==> config.mk <==
export PLATFORM = sky130hd
export DESIGN_NAME = lmja_cell
export DESIGN_NICKNAME = d
export VERILOG_FILES = /design/src/design/lfsr_matrix_jump_ahead_assert.svh /design/src/design/lmja_pkg.sv /design/src/design/lmja_cell.sv
export SDC_FILE = /design/constraint.sdc
export NUM_CORES = 1
export LEC_CHECK = 0
export BUFFER_PORTS_ARGS = -buffer_cell sky130_fd_sc_hd__buf_2
export CORE_MARGIN = 5
export CORE_UTILIZATION = 35
export DETAILED_ROUTE_END_ITERATION = 8
export SYNTH_ARGS = -nofsm -noshare
export SYNTH_HDL_FRONTEND = slang
export SYNTH_SLANG_ARGS = --single-unit
==> constraint.sdc <==
create_clock -name clk_i -period 5.55 [get_ports clk_i]
set_input_delay 1.11 -clock clk_i [delete_from_list [all_inputs] [get_ports clk_i]]
set_output_delay 1.11 -clock clk_i [all_outputs]
set_load 0.005 [all_outputs]
==> src/design/lfsr_matrix_jump_ahead_assert.svh <==
// ----------------------------------------------------------------------------
// LFSR jump-ahead assertion macros
// Shared property wrappers, clocked on clk_i and held off during reset.
// ----------------------------------------------------------------------------
`ifndef LFSR_MATRIX_JUMP_AHEAD_ASSERT_SVH
`define LFSR_MATRIX_JUMP_AHEAD_ASSERT_SVH

// Plain property, checked at every edge outside reset
`define LMJA_ASSERT(lbl, prop, msg) \
  lbl: assert property (@(posedge clk_i) disable iff (!rst_ni) prop) else $error(msg);

// Condition at one edge implies a consequence at the next edge
`define LMJA_ASSERT_NEXT(lbl, pre, post, msg) \
  `LMJA_ASSERT(lbl, (pre) |=> (post), msg)

`endif

==> src/design/lmja_pkg.sv <==
// ----------------------------------------------------------------------------
// LFSR jump-ahead package
// Widths, reset values, codes and helper functions shared by the block.
// ----------------------------------------------------------------------------
`timescale 1ns / 1ps

package lmja_pkg;

  localparam int unsigned StateBits = 48;
  localparam int unsigned CntW      = $clog2(StateBits);
  localparam int unsigned SqW       = 6;
  localparam int unsigned CfgIdxW   = 2;

  typedef logic [StateBits-1:0] row_t;

  localparam row_t            TapsReset = 48'hCE0044C101CD;
  localparam logic [CntW-1:0] LastIdx   = CntW'(StateBits - 1);

  // Item actions
  localparam logic ActRebuild = 1'b0;
  localparam logic ActJump    = 1'b1;

  // Configuration register indexes
  localparam logic [CfgIdxW-1:0] CfgTaps      = 2'd0;
  localparam logic [CfgIdxW-1:0] CfgSquarings = 2'd1;

  typedef enum logic [2:0] {
    OP_HOLD,
    OP_LOAD,
    OP_PREP,
    OP_STEP,
    OP_COMMIT
  } cell_op_e;

  typedef enum logic [2:0] {
    ST_INIT,
    ST_IDLE,
    ST_PREP,
    ST_STEP,
    ST_COMMIT,
    ST_JUMP,
    ST_FINISH
  } ctrl_state_e;

  typedef struct packed {
    cell_op_e op;
    logic     init;
  } ctl_t;

  // Rotate a row left by n places
  function automatic row_t rotl(row_t x, int unsigned n);
    logic [2*StateBits-1:0] d;
    d = {x, x};
    return d[2*StateBits-1-n -: StateBits];
  endfunction

  // Companion matrix row r (r >= 1): entry (r, r-1), a plain downward shift
  function automatic row_t comp_row(int unsigned r);
    return row_t'(1) << (StateBits - r);
  endfunction

endpackage

==> src/design/lmja_cell.sv <==
// ----------------------------------------------------------------------------
// LFSR jump-ahead matrix cell
// Holds one circulating matrix row plus a stationary accumulator and
// column selector for squaring; hands its row to the next cell each step.
// ----------------------------------------------------------------------------
`timescale 1ns / 1ps

module lmja_cell (
  input  logic              clk_i,
  input  lmja_pkg::cell_op_e op_i,
  input  lmja_pkg::row_t    row_in_i,
  input  lmja_pkg::row_t    load_row_i,
  input  lmja_pkg::row_t    sel_load_i,
  output lmja_pkg::row_t    row_o
);

  lmja_pkg::row_t row_q;
  lmja_pkg::row_t acc_q;
  lmja_pkg::row_t sel_q;

  // Matrix datapath, no reset: the controller loads it after reset
  always_ff @(posedge clk_i) begin
    unique case (op_i)
      lmja_pkg::OP_LOAD: begin
        row_q <= load_row_i;
      end
      lmja_pkg::OP_PREP: begin
        acc_q <= '0;
        sel_q <= sel_load_i;
      end
      lmja_pkg::OP_STEP: begin
        // take the neighbour's row, add the passing row where selected
        row_q <= row_in_i;
        acc_q <= acc_q ^ (sel_q[lmja_pkg::StateBits-1] ? row_q : '0);
        sel_q <= {sel_q[lmja_pkg::StateBits-2:0], sel_q[lmja_pkg::StateBits-1]};
      end
      lmja_pkg::OP_COMMIT: begin
        row_q <= acc_q;
      end
      default: begin
        // hold
      end
    endcase
  end

  assign row_o = row_q;

endmodule

**After elaboration in Yosys (flattened, before gate mapping)**

Index checks and enable logic that the tools add are counted.
Widths: inputs -> output; s select.

- Eq/ne operators: 4
- Bitwise operators: 1
- Multiplexer cells: 4
- Reductions and logical operators: 2

Operator list:

| cell | count |
|---|---|
| $pmux 48 s2 | 2 |
| $pmux 48 s3 | 1 |
| $mux 48 | 1 |
| $xor 48x48->48 | 1 |
| $eq 3x2->1 const B | 2 |
| $eq 3x1->1 const B | 1 |
| $eq 3x3->1 const B | 1 |
| $reduce_bool 3->1 | 1 |
| $reduce_bool 2->1 | 1 |

- Register bits after elaboration: 144
- Output and inout port bits: 48
- Bits of input ports: 148
- Word-level logic and storage cells: 14

**Logic depth before layout (Yosys ltp)**

- Word-level depth: 3
- Depth in mapped cells: 6
- Depth with buffers taken out: 3

**Worst setup path before layout**

OpenSTA, ideal clock, no wires.

- Path type: input port to flip-flop
- Start point: input op_i[2]
- End point: register sel_q[0] (data pin)
- Data arrival time: 4.267 ns
- Required time: 5.290 ns
- Stages: 4
- Path slack: 1.023 ns
- Library setup time: 0.260 ns
- Buffers on the path: 1
- Cells stage by stage: and2b_1 > nand2_2 > buf_6 > mux2_4

- Cells in the longest elaborated chain, start to end: 2
- Elaborated cells between the ends (all ways): 3
- Those cells by class: 2 x eq/ne; 1 x mux

RTL lines:

| what | line | text |
|---|---|---|
| start: declaration | lmja_cell.sv:10 | `input lmja_pkg::cell_op_e op_i,` |
| $eq 3x2->1 | lmja_cell.sv:23 | `unique case (op_i)` |
| $pmux 48 s2 * | lmja_cell.sv:23 |  |
| end signal: assignment | lmja_cell.sv:29 | `sel_q <= sel_load_i;` |
| end signal: assignment | lmja_cell.sv:35 | `sel_q <= {sel_q[lmja_pkg::StateBits-2:0], sel_q[lmja_pkg::StateBits-1]};` |
| end: declaration | lmja_cell.sv:19 | `lmja_pkg::row_t sel_q;` |

Every way passes the cells marked *; elsewhere a longest branch is shown, timed or not.
A chain may end at the register's enable or synchronous reset.

**Worst setup path after layout**

- Start point: input op_i[2]
- End point: register sel_q[9] (data pin)

Same word-level chain as after synthesis.

==> key figures <==
Drt
  • Routed len/inst: 18.3 um
  • Detail Route Antenna Nets: 0
  • Detailed-route DRC error count: 0
  • DRT Wirelength: 21100 um
  • Iter 0 DRT Violations: 376
  • Vias per Instance: 5.17
  • 1st-pass router iterations: 4
  • Via count: 5961

Synthesis
  • Count of cell types in the netlist: 22
  • Synthesized Nets: 840
  • Mux cell area share after synthesis: 8.77%
  • Avg Synthesized Cell Area: 11.6 um^2
  • Synth Cell Area: 8000 um^2
  • Synth Area in Compound Gates: 14.3%
  • Post-Synth XOR/XNOR Area: 5.25%
  • Flops & latches, synth: 144
  • Post-Syn Instances: 692
  • Largest family of logic cells by synthesized area: compound AO/OA/AOI/OAI gates
  • Yosys warns: 0
  • Adder-Cell Fraction of Synth Area: 0%
  • Synth Area in Simple Gates: 13.8%
  • Post-synthesis sequential area ratio: 54.0%

Clocking
  • Post_cts resized: 0
  • CTS root buf: clkbuf_16
  • Post CTS Setup Buffer Count: 0
  • TritonCTS clock tree: built
  • Hold_buf cts: 0
  • Worst-path clk slew: 0.07 ns
  • TritonCTS Sinks: 144
  • Max Buffers Root-to-Sink: 2
  • H-tree depth: 4
  • Clock Latency Late Sink: 0.42 ns
  • CTS buffer count: 17

STA
  • Final hold violation count: 0
  • Setup Skew: 0.00679 ns
  • Maximum operating frequency: 333 MHz
  • Max-Slew Margin vs Limit: 25.7%
  • RSZ-0062 raised after global routing: no
  • Min Tclk post-route: 3.01 ns
  • Least-Margin Pin Slew: 1.11 ns
  • Final Cycle Share: 54.1%
  • Setup TNS: 0 ns
  • Final setup viols: 0
  • Slew Limit Fails: 0

Floorplan
  • Io pins: 196
  • DIE HEIGHT: 161 um
  • Core footprint: 22600 um^2
  • Die Span X: 161 um
  • Die area: 26000 um^2
  • Num rows: 55
  • Starting density of the core: 35.5%

Run
  • MaxCap Viol Count: 0

Worst setup path
  • Required time worst endpoint: 5.72 ns
  • CP startpoint kind: primary input
  • Setup CP Type: in -> reg
  • CP cell instances: buf_4 -> and2b_4 -> nand2_4 -> buf_4 -> mux2_4
  • CP delay by family, top: buffers and inverters
  • Critical Path AT: 3.18 ns
  • CP endpoint kind: flop
  • CP Max Fanout: 69
  • Most frequent CP cell: buf_4
  • WP buf/inv: 2
  • Slowest-stage cell, CP: buf_4
  • Slowest stage delay, CP: 0.58 ns

Power and ir drop
  • Leakage power: 4.03 nW
  • Pwr dens: 299 nW/um^2
  • Peak VDD IR: 166 uV

Min path
  • Worst min path class: reg -> reg

Layout
  • Synthesis-to-finish area growth: 22.0%
  • Multi-input logic area: 3380 um^2
  • Net count, final: 1002
  • Final Core Density: 43.3%
  • Share of cells above drive strength 1: 32.6%
  • Fillers: 2176
  • Reg area: 4320 um^2
  • Antenna diodes: 0

Place
  • DP HPWL: 13200 um
  • Placer Congestion: 0.735
  • Port buffer count: 195

Run status
  • Status: complete, no violations

Global route
  • First-pass GRT wire length: 33100 um
  • Number of global-route vias before repair: 5909
  • Largest net degree at the start of global routing: 80
  • Antenna violations before repair: 0
  • GRT Overall Usage: 16.0%
  • Total congestion overflow: 0
## final timing paths
| check | startpoint | to | slack (ns) | depth (start not counted) |
|---|---|---|---|---|
| max reg2reg | sel_q[47] | acc_q[19] | 4.09 | 4 |
| max | op_i[2] | sel_q[9] | 2.54 | 5 |
| min | sel_q[41] | sel_q[42] | 0.53 | 1 |
| min reg2reg | sel_q[41] | sel_q[42] | 0.53 | 1 |
## power by group
part	switching [mW]	internal, mW
sequential	0.0327	1.28
clock	0.525	0.735
combinational	0.189	0.163
## registers in the layout (all words and copies together), names as in the netlist
name   count
acc_q     48
row_o     48
sel_q     48
## cell usage after synthesis
library cell	n	area share (%)
edfxtp_1	144	54
o21ai_0	80	5.0
nand2_1	49	2.3
a21oi_1	48	3.0
a221oi_1	48	5.3
and2_1	48	3.8
and3b_1	48	5.3
nor2_1	48	2.3
xor2_1	48	5.3
mux2_4	40	7.5
clkbuf_1	28	1.3
buf_2	24	1.5
o21ai_1	16	1.0
mux2_1	8	1.1
buf_6	5	0.70
buf_1	3	0.14
buf_4	2	0.19
and2b_1	1	0.094
inv_2	1	0.047
mux2_2	1	0.14
nand2_2	1	0.078
nor2_2	1	0.078
## layer usage
metal  global-route usage, %  wire, um  share of wire [%]  vias to the layer above
met5                       0         0                  0                        -
met4                    3.37       146               0.69                        0
met3                    3.93      1300                6.2                        8
met2                    25.3      9890                 47                      192
met1                    22.6      9800                 46                     2866
li1                        -         -                  -                     2895
## logic make-up (layout without fill, tap and decap cells)
logic type	Yosys count	after routing
simple gates	196	196
compound gates	192	192
flops	144	144
buf+inv	63	238
mux	49	49
xor+xnor	48	48
## area by class of cell
class                   instances  area share (%)
multi-input cells             485            34.6
clock inverters                15            2.20
clock buffers                  17            4.36
flip-flops and latches        144            44.3
inverters                       1          0.0384
repair buffers                205            10.8
well taps                     285            3.65
## cell usage in the layout (no fill, tap or decap), drive strengths merged, types with 10 or more instances in the layout
cell	netlist	layout
nor2	49	49
buf	34	205
inv	1	10
mux2	49	49
and3b	48	48
clkbuf	28	17
xor2	48	48
nand2	50	50
o21ai	96	96
a21oi	48	48
edfxtp	144	144
a221oi	48	48
and2	48	48
## per-stage QoR
stage	setup WS (ns)	cell area (um^2)	hold slack, ns	power (mW)	instances
after floorplan	1.02	8000	0.501	1.54	692
after global placement	2.15	9120	0.505	1.68	1120
after detailed placement	2.11	9120	0.517	1.69	1120
after CTS	2.57	9760	0.535	2.95	1152
after global routing	2.41	9760	0.558	3.03	1152
final	2.54	9760	0.530	2.92	1152
Note: power is estimated with default switching activity, not from simulation.
