**config.mk**
```make
export PLATFORM = sky130hd
export DESIGN_NAME = lmja_ctrl
export DESIGN_NICKNAME = d
export VERILOG_FILES = /design/src/design/lmja_pkg.sv /design/src/design/lmja_ctrl.sv
export VERILOG_INCLUDE_DIRS = /design/src /design/src/design
export SDC_FILE = /design/constraint.sdc
export NUM_CORES = 1
export LEC_CHECK = 0
export ABC_AREA = 1
export BUFFER_PORTS_ARGS = -buffer_cell sky130_fd_sc_hd__clkbuf_2
export CAP_MARGIN = 20
export CORE_MARGIN = 1.5
export CORE_UTILIZATION = 54
export DETAILED_ROUTE_END_ITERATION = 7
export PLACE_DENSITY_LB_ADDON = 0.08
export SYNTH_ARGS = -nofsm -noshare
export SYNTH_HDL_FRONTEND = slang
export SYNTH_SLANG_ARGS = --single-unit
```
**constraint.sdc**
```tcl
create_clock -name clk_i -period 13.2 [get_ports clk_i]
set_input_delay 2.64 -clock clk_i [delete_from_list [all_inputs] [get_ports clk_i]]
set_output_delay 2.64 -clock clk_i [all_outputs]
set_load 0.05 [all_outputs]
```
**src/design/lfsr_matrix_jump_ahead_assert.svh**
```systemverilog
// ----------------------------------------------------------------------------
// LFSR jump-ahead assertion macros
// Shared property wrappers, clocked on clk_i and held off during reset.
// ----------------------------------------------------------------------------
`ifndef LFSR_MATRIX_JUMP_AHEAD_ASSERT_SVH
`define LFSR_MATRIX_JUMP_AHEAD_ASSERT_SVH

// Plain property, checked at every edge outside reset
`define LMJA_ASSERT(lbl, prop, msg) \
  lbl: assert property (@(posedge clk_i) disable iff (!rst_ni) prop) else $error(msg);

// Condition at one edge implies a consequence at the next edge
`define LMJA_ASSERT_NEXT(lbl, pre, post, msg) \
  `LMJA_ASSERT(lbl, (pre) |=> (post), msg)

`endif

```
**src/design/lmja_pkg.sv**
```systemverilog
// ----------------------------------------------------------------------------
// LFSR jump-ahead package
// Widths, reset values, codes and helper functions shared by the block.
// ----------------------------------------------------------------------------
`timescale 1ns / 1ps

package lmja_pkg;

  localparam int unsigned StateBits = 48;
  localparam int unsigned CntW      = $clog2(StateBits);
  localparam int unsigned SqW       = 6;
  localparam int unsigned CfgIdxW   = 2;

  typedef logic [StateBits-1:0] row_t;

  localparam row_t            TapsReset = 48'hCE0044C101CD;
  localparam logic [CntW-1:0] LastIdx   = CntW'(StateBits - 1);

  // Item actions
  localparam logic ActRebuild = 1'b0;
  localparam logic ActJump    = 1'b1;

  // Configuration register indexes
  localparam logic [CfgIdxW-1:0] CfgTaps      = 2'd0;
  localparam logic [CfgIdxW-1:0] CfgSquarings = 2'd1;

  typedef enum logic [2:0] {
    OP_HOLD,
    OP_LOAD,
    OP_PREP,
    OP_STEP,
    OP_COMMIT
  } cell_op_e;

  typedef enum logic [2:0] {
    ST_INIT,
    ST_IDLE,
    ST_PREP,
    ST_STEP,
    ST_COMMIT,
    ST_JUMP,
    ST_FINISH
  } ctrl_state_e;

  typedef struct packed {
    cell_op_e op;
    logic     init;
  } ctl_t;

  // Rotate a row left by n places
  function automatic row_t rotl(row_t x, int unsigned n);
    logic [2*StateBits-1:0] d;
    d = {x, x};
    return d[2*StateBits-1-n -: StateBits];
  endfunction

  // Companion matrix row r (r >= 1): entry (r, r-1), a plain downward shift
  function automatic row_t comp_row(int unsigned r);
    return row_t'(1) << (StateBits - r);
  endfunction

endpackage

```
**src/design/lmja_ctrl.sv**
```systemverilog
// ----------------------------------------------------------------------------
// LFSR jump-ahead controller
// Sequences the cell row for rebuild and jump items, gathers the jump
// result one bit per row and holds it in the output register.
// ----------------------------------------------------------------------------
`timescale 1ns / 1ps
`include "lfsr_matrix_jump_ahead_assert.svh"

module lmja_ctrl (
  input  logic                        clk_i,
  input  logic                        rst_ni,
  input  logic                        in_valid_i,
  output logic                        in_ready_o,
  input  logic                        action_i,
  input  lmja_pkg::row_t              state_in_i,
  output logic                        out_valid_o,
  input  logic                        out_ready_i,
  output lmja_pkg::row_t              state_out_o,
  input  logic [lmja_pkg::SqW-1:0]    squarings_i,
  input  lmja_pkg::row_t              row0_i,
  output lmja_pkg::ctl_t              ctl_o
);

  lmja_pkg::ctrl_state_e         state_q, state_d;
  logic [lmja_pkg::CntW-1:0]     cnt_q, cnt_d;
  logic [lmja_pkg::SqW-1:0]      sq_cnt_q, sq_cnt_d;
  logic                          out_valid_q, out_valid_d;
  lmja_pkg::row_t                stv_q, stv_d;
  lmja_pkg::row_t                res_q, res_d;
  lmja_pkg::row_t                out_data_q, out_data_d;

  // Control registers
  always_ff @(posedge clk_i or negedge rst_ni) begin
    if (!rst_ni) begin
      state_q     <= lmja_pkg::ST_INIT;
      cnt_q       <= '0;
      sq_cnt_q    <= '0;
      out_valid_q <= 1'b0;
    end else begin
      state_q     <= state_d;
      cnt_q       <= cnt_d;
      sq_cnt_q    <= sq_cnt_d;
      out_valid_q <= out_valid_d;
    end
  end

  // Payload registers
  always_ff @(posedge clk_i) begin
    stv_q      <= stv_d;
    res_q      <= res_d;
    out_data_q <= out_data_d;
  end

  // Next state and cell commands
  always_comb begin
    state_d     = state_q;
    cnt_d       = cnt_q;
    sq_cnt_d    = sq_cnt_q;
    stv_d       = stv_q;
    res_d       = res_q;
    out_data_d  = out_data_q;
    out_valid_d = out_valid_q & ~out_ready_i;
    in_ready_o  = 1'b0;
    ctl_o.op    = lmja_pkg::OP_HOLD;
    ctl_o.init  = 1'b0;

    unique case (state_q)
      lmja_pkg::ST_INIT: begin
        // load the companion matrix of the reset taps
        ctl_o.op   = lmja_pkg::OP_LOAD;
        ctl_o.init = 1'b1;
        state_d    = lmja_pkg::ST_IDLE;
      end
      lmja_pkg::ST_IDLE: begin
        in_ready_o = 1'b1;
        if (in_valid_i) begin
          res_d    = '0;
          stv_d    = state_in_i;
          cnt_d    = '0;
          sq_cnt_d = '0;
          if (action_i == lmja_pkg::ActJump) begin
            state_d = lmja_pkg::ST_JUMP;
          end else begin
            ctl_o.op = lmja_pkg::OP_LOAD;
            state_d  = (squarings_i == '0) ? lmja_pkg::ST_FINISH : lmja_pkg::ST_PREP;
          end
        end
      end
      lmja_pkg::ST_PREP: begin
        ctl_o.op = lmja_pkg::OP_PREP;
        cnt_d    = '0;
        state_d  = lmja_pkg::ST_STEP;
      end
      lmja_pkg::ST_STEP: begin
        // one full lap of the rows builds every product row
        ctl_o.op = lmja_pkg::OP_STEP;
        if (cnt_q == lmja_pkg::LastIdx) begin
          state_d = lmja_pkg::ST_COMMIT;
        end else begin
          cnt_d = cnt_q + 1'b1;
        end
      end
      lmja_pkg::ST_COMMIT: begin
        ctl_o.op = lmja_pkg::OP_COMMIT;
        if (lmja_pkg::SqW'(sq_cnt_q + 1'b1) == squarings_i) begin
          state_d = lmja_pkg::ST_FINISH;
        end else begin
          sq_cnt_d = sq_cnt_q + 1'b1;
          state_d  = lmja_pkg::ST_PREP;
        end
      end
      lmja_pkg::ST_JUMP: begin
        // row k passes cell 0 at step k and gives result bit 47-k
        ctl_o.op = lmja_pkg::OP_STEP;
        res_d    = {res_q[lmja_pkg::StateBits-2:0], ^(row0_i & stv_q)};
        if (cnt_q == lmja_pkg::LastIdx) begin
          state_d = lmja_pkg::ST_FINISH;
        end else begin
          cnt_d = cnt_q + 1'b1;
        end
      end
      lmja_pkg::ST_FINISH: begin
        // hand the beat over once the output register is free
        if (!out_valid_q || out_ready_i) begin
          out_valid_d = 1'b1;
          out_data_d  = res_q;
          state_d     = lmja_pkg::ST_IDLE;
        end
      end
      default: begin
        state_d = lmja_pkg::ST_IDLE;
      end
    endcase
  end

  assign out_valid_o = out_valid_q;
  assign state_out_o = out_data_q;

  `LMJA_ASSERT_NEXT(a_jump_len, (state_q == lmja_pkg::ST_JUMP) && (cnt_q == lmja_pkg::LastIdx), state_q == lmja_pkg::ST_FINISH, "jump ran past the last row")
  `LMJA_ASSERT_NEXT(a_rebuild_start, in_valid_i && in_ready_o && (action_i == lmja_pkg::ActRebuild), (state_q == lmja_pkg::ST_PREP) || (state_q == lmja_pkg::ST_FINISH), "rebuild did not start squaring or finish")
  `LMJA_ASSERT(a_commit_bound, (state_q == lmja_pkg::ST_COMMIT) |-> (sq_cnt_q < squarings_i), "squaring count overran")
  `LMJA_ASSERT_NEXT(a_finish_out, (state_q == lmja_pkg::ST_FINISH) && !out_valid_q, out_valid_q && (state_q == lmja_pkg::ST_IDLE), "finished result not presented")

endmodule
```
After elaboration in Yosys (flattened, before gate mapping)
Index checks and enable logic that the tools add are counted.
{"block": "word_totals", "wordCells": 63, "register_bits": 160}
{"block": "classes", "bitwise_logic": 3, "n_eq_ne": 14, "addsub": 2, "reduce_logical": 15, "mux": 22}
{"op": "case mux 48 bit (2 select lines)", "n": 1}
{"op": "AND 48 bit", "n": 1}
{"op": "2-to-1 mux 48 bit", "n": 1}
{"op": "XOR reduction 48 bit", "n": 1}
{"op": "2-to-1 mux 3 bit", "n": 7}
{"op": "2-to-1 mux 6 bit", "n": 3}
{"op": "case mux 3 bit (6 select lines)", "n": 1}
{"op": "case mux 6 bit (3 select lines)", "n": 1}
{"op": "case mux 3 bit (5 select lines)", "n": 1}
{"op": "adder 6 x 1 -> 6 bit (second input constant)", "n": 2}
{"op": "!= test 2 bit (second input constant)", "n": 6}
{"op": "case mux 6 bit (2 select lines)", "n": 1}
{"op": "equality test 3 bit (second input constant)", "n": 3}
{"op": "equality test 3 x 2 -> 1 bit (second input constant)", "n": 2}
{"op": "equality test 6 bit", "n": 1}
{"op": "equality test 6 bit (second input constant)", "n": 1}
{"op": "zero test 6 bit", "n": 1}
{"op": "2-to-1 mux 1 bit", "n": 6}
{"op": "AND reduction 2 bit", "n": 3}
{"op": "AND reduction 3 bit", "n": 2}
{"op": "AND reduction 4 bit", "n": 1}
{"op": "nonzero test 2 bit", "n": 2}
{"op": "equality test 3 x 1 -> 1 bit (second input constant)", "n": 1}
{"op": "zero test 3 bit", "n": 1}
{"op": "other kinds (6)", "n": 6}

Logic depth before layout (Yosys ltp)
Gate-level depths: netlist (run 1).
{"block": "depth", "word_depth": 5, "mapped_depth": 14, "mapped_depth_nobuf": 14}

Least setup slack after synthesis (run 1)
No wires, ideal clock.
{"block": "synth_timing", "path_type": "input to output", "startpoint": "input in_valid_i", "endpoint": "output ctl_o[1] (netlist bit)", "setup_slack_ps": 4215, "arrival_ps": 6345, "cell_stages": 4, "path_cell_list": "inv_1 nor2_1 inv_1 o21ai_0"}
{"item": "from (decl)", "line": "lmja_ctrl.sv:12", "text": "input logic in_valid_i,"}
{"item": "to (decl)", "line": "lmja_ctrl.sv:21", "text": "output lmja_pkg::ctl_t ctl_o"}

==> metrics.txt, run 1 <==
run status complete, no violations; postcts setup bufs 0; fin area between 8000 and 9000 um2; max_cap viols 0; Mapped Nets between 800 and 900; Placer Congestion roughly 0.8; die area 13800 um2; Worst R2R End res_q[15]$_SDFFCE_PN0P_; GR Overflow Total 0; worst min path class flip-flop to flip-flop; Clock Tree Buf Depth 2; final antenna-violating net count 0; CP Max Fanout 49; # clock sinks 160; Worst-Skew Late Latency 0.42 ns; initial core utilization 55.6%; cells on worst reg2reg path 7; final setup violation count 0; Syn Area/Cell 9.92 um2; vias per inst around 4.7; most frequent cells in the layout 297 x nand2_1, 160 x clkbuf_2, 144 x edfxtp_1, 105 x inv_1, 68 x nor2_1; clock power share 27.4%; Max Transition Viols Final 0; Startpoint Class input pin; final cycle utilization of the critical path between 50% and 60%; Die X roughly 120 um; Crit Reg-Reg Startpoint state_q[1]$_DFFE_PN0P_; Synth Register Bits 160; Net Sw Frac between 30 and 40%; critical path class input pin to primary output; clk_skew 0.0127 ns; Reg power frac 45.7%; initial drt markers roughly 250; final hold vios 0; port buffer count 160; Worst Setup EP ctl_o[1]; combinational power share between 20 and 30%; Peak Freq between 100 and 150 MHz; Distinct cells, synth 33; number of flops mapped to enable cells by yosys between 100 and 150; clk slew on worst S/H paths around 0.060 ns; ys flop type edfxtp_1; RSZ-0062 raised after global routing no; wire per inst ~12 um; Cells after Synth 711; Critical Path AT a little over 4 ns; Mapped Area between 7000 and 8000 um2; most common cell after layout, fill and taps aside nand2_1; Cell Area, Placed between 8000 and 9000 um2; post-layout min period roughly 6.8 ns; share of cells above drive strength 1 a little under a quarter; Hold Buf Count CTS 0; worst vdd ir 181 uV; first-pass GRT wire length between 20000 and 25000 um; Total Routed Length roughly 13000 um; Hold Crit Start res_q[2]$_SDFFCE_PN0P_; crit end category primary output; Leak 4.23 nW; Total Routing Usage GR roughly a fifth; drt pass-1 iters 5; Nets between 900 and 1k; CTS H-tree lvls 4; cts repair resizes 0; Ant. Diodes 0; Worst Path Required ~11 ns; CTS tree built; antenna violations before repair 0; CORE AREA between 10000 and 15000 um2; CP startpoint in_valid_i; post-synthesis sequential area ratio about two thirds; total power around 0.0017 W; # rows 41; I/O pins approximately 160; R2R Setup Slk roughly 11 ns; P&R area growth vs syn 23.2%; Max-slew headroom a little over a third; PD cells approximately 200 nW/um2; final setup TNS 0 ns; HPWL after DPL between 9000 and 10000 um; asr flop ratio synth about a tenth; switching pwr around 0.0006 W; largest net degree at the start of global routing 51; synth warn 0; total number of vias roughly 5.1k; P_int about 0.0011 W; slew of the pin with the lowest slew margin a little under 1 ns; drc violations 0; Root Driver clkbuf_16; Die Y between 100 and 150 um; clock buffer count from CTS 17; vias in the first global route ~4.7k
## synthesized netlist by cell type, types with 2 or more instances
library cell  count  area [um2]
nand2_1         298        1120
edfxtp_1        144        4320
inv_1           105         394
nor2_1           70         263
dfrtp_1          16         400
xor2_1           13         114
nand3_1           9        45.0
xnor2_1           8        70.1
o21ai_0           6        30.0
nand2_2           5        31.3
clkbuf_1          4        15.0
o21ai_1           4        20.0
a21oi_1           3        15.0
inv_2             3        11.3
nor2_2            3        18.8
ha_1              2        25.0
or2_2             2        12.5
## power groups by stage
stage	logic [W]	clock network [W]	registers [W]
final	0.000471	0.000479	0.000798
after detailed placement	0.000463	0	0.000811
after global placement	0.000449	0	0.000803
after CTS	0.000467	0.000488	0.000802
after global routing	0.000527	0.000507	0.000813
after floorplan	0.000299	0	0.000850
## logic make-up (layout without fill, tap and decap cells)
family                   after synthesis  count (layout)  share of synthesized area, %
AND/OR/NAND/NOR                      395             395                          22.2
flip-flops                           160             160                          67.0
buffers and inverters                113             303                          6.02
XOR/XNOR                              21              21                          2.61
AO/OA/AOI/OAI                         20              20                          1.77
adder cells (fa/ha/maj)                2               2                         0.355
## how the worst min path moves through the flow
| stage | endpoint | slack (ns) | cells after the start |
|---|---|---|---|
| finish | state_out_o[2]$_DFFE_PP_ | 0.45 | 0 |
| global route | state_out_o[47]$_DFFE_PP_ | 0.45 | 0 |
| CTS | state_out_o[47]$_DFFE_PP_ | 0.45 | 0 |
| detailed placement | state_out_o[47]$_DFFE_PP_ | 0.43 | 0 |
| global placement | state_out_o[47]$_DFFE_PP_ | 0.40 | 0 |
| floorplan | state_out_o[47]$_DFFE_PP_ | 0.40 | 0 |
## registers in the layout, summed over array words and instances, names as in the netlist
name / flops
res_q: 48
state_out_o: 48
stv_q: 48
cnt_q: 6
sq_cnt_q: 6
state_q: 3
out_valid_o: 1
## stage by stage
step	hold slack [ns]	cells	utilization, %	setup slack, ns
6_report	0.446	1073	68.5	6.42
3_5_place_dp	0.429	1040	63.8	6.36
5_1_grt	0.448	1073	68.5	6.24
4_1_cts	0.446	1072	68.4	6.36
2_1_floorplan	0.400	711	-	4.21
3_3_place_gp	0.401	1040	63.8	6.43
## metal layers
metal / vias to the layer above / wire [um] / track usage, %
li1: 2592 / - / -
met1: 2320 / 5170 / 21.8
met2: 143 / 6590 / 34.9
met3: 20 / 723 / 5.15
met4: 0 / 218 / 7.79
met5: - / 0 / 0
## cell type report
type                       instances  area, um2
sequential                       160       4720
fill                             985       3990
clock inverter                    13        150
inverter                         108        405
multi-input combinational        438       1920
timing repair buffer             163        836
clock buffer                      19        433
tap                              172        215
## critical path, cell delays in order
cell and delay, ns:
clkbuf_2 0.10, inv_1 0.06, nor2_4 0.10, buf_4 0.49, inv_1 0.24, o21ai_0 0.20, clkbuf_2 0.30
Power figures use the tool's default switching activity.
==> inputs of run 2 (changes only) <==
--- a/config.mk
+++ b/config.mk
@@ -10,7 +10,7 @@
 export BUFFER_PORTS_ARGS = -buffer_cell sky130_fd_sc_hd__clkbuf_2
 export CAP_MARGIN = 20
 export CORE_MARGIN = 1.5
-export CORE_UTILIZATION = 54
+export CORE_UTILIZATION = 49
 export DETAILED_ROUTE_END_ITERATION = 7
 export PLACE_DENSITY_LB_ADDON = 0.08
 export SYNTH_ARGS = -nofsm -noshare
==> constraint.sdc (replaced) <==
create_clock -name clk_i -period 5.5 [get_ports clk_i]
set_input_delay 1.1 -clock clk_i [delete_from_list [all_inputs] [get_ports clk_i]]
set_output_delay 1.1 -clock clk_i [all_outputs]
set_load 0.05 [all_outputs]
==> run 2 against run 1 <==
Compared with the run above:
- non-clock buffer count is the same
- critical path depth stayed put
- die area increased by 9.9%
- register-to-register slack got worse by 7.6 ns
- cell count is 0.75% higher
- power up 140%
- wire length grew 1.8%
- sequential power is 140% higher
- worst hold slack lost 0.0011 ns
- global-route usage down 1.0 points
- critical endpoint unchanged
- first-iteration DRC count grew 14%
==> metrics.txt, run 2 (synthesis results as in run 1) <==
CTS tree built (unchanged); Worst R2R End res_q[21]$_SDFFCE_PN0P_ (was res_q[15]$_SDFFCE_PN0P_); share of cells above drive strength 1 23.9% (was 23.8%); Cell Area, Placed 8090 um2 (was 8080 um2); delay-heaviest family, CP buffers and inverters (unchanged); # clock sinks 160 (unchanged); most frequent cells in the layout 297 x nand2_1, 160 x clkbuf_2, 144 x edfxtp_1, 105 x inv_1, 68 x nor2_1 (unchanged); final cycle utilization of the critical path 67.8%; first-pass GRT wire length 21000 um (was 20300 um); Placer Congestion 0.825 (was 0.810); WHS Path Cells 0 (unchanged); Buf+Inv Stages, Crit Path 5 (unchanged); # rows 43 (was 41); port buffer count 160 (unchanged); final setup TNS 0 ns (unchanged); CP max-delay cell buf_4 (unchanged); max_cap viols 0 (unchanged); Leak 4.22 nW (was 4.23 nW); R2R Setup Slk 3.04 ns (was 10.59 ns); CORE AREA 14000 um2 (was 12700 um2); run status complete, no violations (unchanged); vias in the first global route 4818 (was 4737); final antenna-violating net count 0 (unchanged); initial core utilization 50.4% (was 55.6%); Nets 997 (unchanged); final hold vios 0 (unchanged); Crit Reg-Reg Startpoint state_q[1]$_DFFE_PN0P_ (unchanged); hold slack 0.445 ns (was 0.446 ns); dpl ws 1.74 ns (was 6.36 ns); I/O pins 161 (unchanged); Die Y 123 um (was 117 um); clk slew on worst S/H paths 0.07 ns (was 0.06 ns); PD cells 477 nW/um2 (was 201 nW/um2); GR Overflow Total 0 (unchanged); Die X 123 um (was 117 um); antenna violations before repair 0 (unchanged); drc violations 0 (unchanged); die area 15100 um2 (was 13800 um2); Critical Path AT 2.63 ns (was 4.14 ns); post-layout min period 3.73 ns; final-layout fill cell count 1196 (was 985); Root Driver clkbuf_16 (unchanged); most common cell after layout, fill and taps aside nand2_1 (unchanged); clk_skew 0.00539 ns (was 0.0127 ns); wire per inst 12.0 um (was 11.8 um); Startpoint Class input pin (unchanged); clock buffer count from CTS 17 (unchanged); Ant. Diodes 0 (unchanged); fin area 8670 um2 (was 8680 um2); register area 4720 um2 (unchanged); drt pass-1 iters 4 (was 5); Max-slew headroom 35.5% (was 35.0%); final setup violation count 0 (unchanged); total number of vias 5048 (was 5075); worst min path class flip-flop to flip-flop (unchanged); Clock Tree Buf Depth 2 (unchanged); slowest stage delay, CP 0.52 ns (was 0.49 ns); CP Cell Sequence clkbuf_2 > inv_1 > nor2_4 > buf_4 > inv_1 > o21ai_0 > clkbuf_2 (unchanged); Hold Crit Start res_q[47]$_SDFFCE_PN0P_ (was res_q[2]$_SDFFCE_PN0P_); critical path class input pin to primary output (unchanged); Worst Path Required 4.40 ns (was 10.56 ns); slew of the pin with the lowest slew margin 0.964 ns (was 0.971 ns); vias per inst 4.67 (was 4.73); Total Routed Length 12900 um (was 12700 um); Worst Slack Setup Final 1.77 ns (was 6.42 ns); Total Routing Usage GR 18.3% (was 19.4%); initial drt markers 287 (was 251); crit end category primary output (unchanged); largest net degree at the start of global routing 51 (unchanged); HPWL after DPL 9360 um (was 9120 um); postcts setup bufs 0 (unchanged); CP Max Fanout 49 (unchanged); cts repair resizes 0 (unchanged); cells on worst reg2reg path 7 (unchanged); Max Transition Viols Final 0 (unchanged); P&R area growth vs syn 22.9% (was 23.2%); Hold Buf Count CTS 0 (unchanged); worst vdd ir 437 uV (was 181 uV); CTS H-tree lvls 4 (unchanged); Multi-input gate area 1920 um2 (unchanged); WHS Endpoint state_out_o[47]$_DFFE_PP_ (was state_out_o[2]$_DFFE_PP_); total power 0.00413 W (was 0.00175 W); Peak Freq about 270 MHz; RSZ-0062 raised after global routing no (unchanged); Worst-Skew Late Latency 0.42 ns (about the same)
## run 2: changes by cell type in the layout (fill, tap and decap cells not counted)
cell        change
bufinv_16       -2
inv_6           -2
inv_8           +2
clkbuf_1        -1
clkinv_4        +1
clkinv_8        +1
clkinvlp_4      +1
## run 2: how the worst max path moves through the flow
| stage | startpoint | endpoint | slack, ns | cells after the start |
|---|---|---|---|---|
| after floorplan | in_valid_i | ctl_o[1] | 0.50 | 4 |
| after global placement | in_valid_i | ctl_o[1] | 1.79 | 7 |
| after detailed placement | in_valid_i | ctl_o[1] | 1.74 | 7 |
| after CTS | in_valid_i | ctl_o[1] | 1.74 | 7 |
| after global routing | in_valid_i | ctl_o[1] | 1.60 | 7 |
| final | in_valid_i | ctl_o[1] | 1.77 | 7 |
## run 2: power by group
part	switching [W]	internal [W]
Combinational	0.000827	0.000302
Clock	0.000498	0.000594
Sequential	0.000135	0.00178
Total	0.00146	0.00267
## run 2: routing by layer
layer  GRT usage, %  routed length (um)  vias up  share of wire (%)
met4           6.69                 191        0                1.5
li1               -                   -     2592                  -
met2           32.2                6560      120                 51
met3           5.03                 775       15                6.0
met5              0                   0        -                  0
met1           21.5                5400     2321                 42
## run 2: area by class of cell
| class | instances | share of cell area (%) |
|---|---|---|
| clock buffers | 18 | 4.95 |
| clock inverters | 14 | 1.47 |
| inverters | 108 | 4.68 |
| multi-input cells | 438 | 22.1 |
| flip-flops and latches | 160 | 54.5 |
| well taps | 180 | 2.60 |
| repair buffers | 163 | 9.64 |
## run 2: stage by stage
step,instances,util (%)
2_1_floorplan,711,-
3_3_place_gp,1048,57.8
3_5_place_dp,1048,57.8
4_1_cts,1080,61.8
5_1_grt,1081,62.0
6_report,1081,62.0
==> inputs of run 3 (changes only) <==
--- a/config.mk
+++ b/config.mk
@@ -6,11 +6,11 @@
 export SDC_FILE = /design/constraint.sdc
 export NUM_CORES = 1
 export LEC_CHECK = 0
-export ABC_AREA = 1
+export ABC_AREA = 0
 export BUFFER_PORTS_ARGS = -buffer_cell sky130_fd_sc_hd__clkbuf_2
 export CAP_MARGIN = 20
 export CORE_MARGIN = 1.5
-export CORE_UTILIZATION = 49
+export CORE_UTILIZATION = 53
 export DETAILED_ROUTE_END_ITERATION = 7
 export PLACE_DENSITY_LB_ADDON = 0.08
 export SYNTH_ARGS = -nofsm -noshare
==> constraint.sdc (replaced) <==
create_clock -name clk_i -period 3.6 [get_ports clk_i]
set_input_delay 0.72 -clock clk_i [delete_from_list [all_inputs] [get_ports clk_i]]
set_output_delay 0.72 -clock clk_i [all_outputs]
set_load 0.05 [all_outputs]
==> run 3 against run 2 <==
Compared with the run above:
- the run now ends with design-rule violations left
- flip-flop and latch count unchanged
- final area down 9.0%
- largest cell class unchanged
- highest routed layer unchanged
- cell count decreased by 30%
- sequential share of layout area grew 5.4 points
==> metrics.txt, run 3 <==
failing checks design-rule violations; Total Routing Usage GR 18.4% (was 18.3%); Worst-Skew Late Latency 0.41 ns (was 0.42 ns); # clock sinks 160 (unchanged); synth warn 0 (unchanged); Mapped Area 6340 um2 (was 7050 um2); most common cell after layout, fill and taps aside clkbuf_2 (was nand2_1); Post-synth top cells 144 x edfxtp_1, 65 x nand2_1, 48 x and3_1 (was 298 x nand2_1, 144 x edfxtp_1, 105 x inv_1); met1 WL 4940 um (was 5400 um); number of flops mapped to enable cells by yosys 144 (unchanged); final antenna-violating net count 0 (unchanged); PD cells 558 nW/um2 (was 477 nW/um2); Yosys top cell by area edfxtp_1 (unchanged); CP max-delay cell buf_4 (unchanged); final cycle utilization of the critical path 76.6%; initial drt markers 320 (was 287); crit end category primary output (unchanged); CORE AREA 11600 um2 (was 14000 um2); asr flop ratio synth 10.0% (unchanged); CTS tree built (unchanged); initial core utilization 54.8% (was 50.4%); met3 routed wirelength 867 um (was 775 um); total power 0.00440 W (was 0.00413 W); Nets 705 (was 997); delay-heaviest family, CP buffers and inverters (unchanged); Total Routed Length 10900 um (was 12900 um); worst vdd ir 330 uV (was 437 uV); Distinct cells, synth 37 (was 33); Die Y 112 um (was 123 um); RSZ-0062 raised after global routing no (unchanged); Cells after Synth 426 (was 711); Syn Area/Cell 14.9 um2 (was 9.92 um2); worst min path class input pin to async pin (was flip-flop to flip-flop); vias per inst 4.99 (was 4.67); P&R area growth vs syn 24.4% (was 22.9%); largest cells by area after synthesis edfxtp_1 68%, dfrtp_1 6.3%, xnor2_1 5.5% (was edfxtp_1 61%, nand2_1 16%, dfrtp_1 5.7%); Worst Path Required 2.88 ns (was 4.40 ns); Clock Tree Buf Depth 2 (unchanged); wire per inst 14.5 um (was 12.0 um); vias in the first global route 3648 (was 4818); post-synthesis sequential area ratio 74.5% (was 67.0%); Synth Register Bits 160 (unchanged); first-pass GRT wire length 17500 um (was 21000 um); critical path class flip-flop to primary output (was input pin to primary output); hold slack 0.232 ns (was 0.445 ns); CP Max Fanout 58 (was 49); GR Overflow Total 0 (unchanged); share of cells above drive strength 1 33.5% (was 23.9%); ys flop type edfxtp_1 (unchanged); Leak 3.27 nW (was 4.22 nW); final-layout fill cell count 779 (was 1196); total number of vias 3754 (was 5048); CP Cell Sequence buf_4 > a21bo_2 > nor2b_1 > o21ai_0 > clkbuf_2 (was clkbuf_2 > inv_1 > nor2_4 > buf_4 > inv_1 > o21ai_0 > clkbuf_2); final setup violation count 0 (unchanged); largest net degree at the start of global routing 59 (was 51); Placer Congestion 0.787 (was 0.825); Root Driver clkbuf_16 (unchanged); clk_skew 0.00581 ns (was 0.00539 ns); Critical Path AT 2.04 ns (was 2.63 ns); drt pass-1 iters 8 (was 4); HPWL after DPL 7340 um (was 9360 um); post-layout min period between 2 and 3 ns; clk slew on worst S/H paths 0.06 ns (was 0.07 ns); final setup TNS 0 ns (unchanged); CTS H-tree lvls 4 (unchanged); die area 12600 um2 (was 15100 um2); run status complete, but fails checks (was complete, no violations); Die X 112 um (was 123 um); Max Transition Viols Final 0 (unchanged); Peak Freq roughly 360 MHz; # rows 39 (was 43); Hold Buf Count CTS 0 (unchanged); count leader, synth edfxtp_1 (was nand2_1); antenna violations before repair 0 (unchanged); I/O pins 161 (unchanged); Mapped Nets 535 (was 820); clock buffer count from CTS 17 (unchanged); max_cap viols 0 (unchanged); Max Used Layer met4 (unchanged); DR WL met2 4960 um (was 6560 um); slew of the pin with the lowest slew margin 0.946 ns (was 0.964 ns); Max-slew headroom 36.5% (was 35.5%); Buf+Inv Stages, Crit Path 2 (was 5); postcts setup bufs 0 (unchanged); Ant. Diodes 0 (unchanged); final hold vios 0 (unchanged); Yosys top cell area share 68.2% (was 61.3%); port buffer count 160 (unchanged); drc violations 8 (was 0); most frequent cells in the layout 160 x clkbuf_2, 144 x edfxtp_1, 64 x nand2_1, 48 x and3_1, 40 x xnor2_1 (was 297 x nand2_1, 160 x clkbuf_2, 144 x edfxtp_1, 105 x inv_1, 68 x nor2_1); cts repair resizes 0 (unchanged); Startpoint Class flip-flop (was input pin); slowest stage delay, CP 0.41 ns (was 0.52 ns)
==> run 3: kinds of logic after synthesis <==
| family | synth area share (%) |
|---|---|
| flip-flops | 74.5 |
| adder cells (fa/ha/maj) | 0.395 |
| AND/OR/NAND/NOR | 12.6 |
| XOR/XNOR | 7.68 |
| AO/OA/AOI/OAI | 2.86 |
| multiplexers | 0.651 |
| buffers and inverters | 1.26 |
==> run 3: power breakdown <==
| part | internal (W) | switching, W | total [W] |
|---|---|---|---|
| clock | 0.00102 | 0.000694 | 0.00172 |
| sequential | 0.00239 | 0.000123 | 0.00251 |
| combinational | 0.000104 | 0.0000655 | 0.000170 |
==> run 3: layout make-up <==
cell class / instances / area, um2 / share of cell area, %
clock buffers: 19 / 433 / 5.49
flip-flops and latches: 160 / 4720 / 59.9
multi-input cells: 246 / 1550 / 19.7
inverters: 6 / 22.5 / 0.286
repair buffers: 165 / 838 / 10.6
well taps: 143 / 179 / 2.27
clock inverters: 13 / 136 / 1.73
==> run 3: stage by stage <==
stage          utilization (%)  instances  area, um2  setup WS [ns]
2_1_floorplan                -        426       6340          0.151
3_3_place_gp              63.3        720       7320          0.946
3_5_place_dp              63.3        720       7320          0.913
4_1_cts                   68.2        752       7890          0.809
5_1_grt                   68.2        752       7890          0.701
6_report                  68.2        752       7890          0.843
==> run 3: metal layers <==
layer / vias up / track usage [%]
met2: 147 / 27.4
met3: 12 / 6.80
met1: 1707 / 24.5
met4: 0 / 7.85
li1: 1888 / -
met5: - / 0
==> run 3: worst register-to-register path: cells and delay by family, from the launching register on <==
family / cells / cell delay [ns]
simple gates: 2 / 0.34
buf+inv: 2 / 1.34
flops: 1 / 0.57
==> run 3: worst paths after layout <==
kind	slack [ns]	end	from	cells past startpoint
setup / recovery	0.84	ctl_o[1]	state_q[0]$_DFFE_PN0P_	5
hold / removal	0.23	out_valid_o$_DFF_PN0_	rst_ni	1
setup reg to reg	1.09	stv_q[1]$_DFFE_PP_	state_q[1]$_DFFE_PN0P_	4
hold reg to reg	0.42	state_out_o[47]$_DFFE_PP_	res_q[47]$_SDFFCE_PN0P_	0
max in group asynchronous	3.07	sq_cnt_q[3]$_DFFE_PN0P_	rst_ni	1
min in group clk_i	0.42	state_out_o[47]$_DFFE_PP_	res_q[47]$_SDFFCE_PN0P_	0
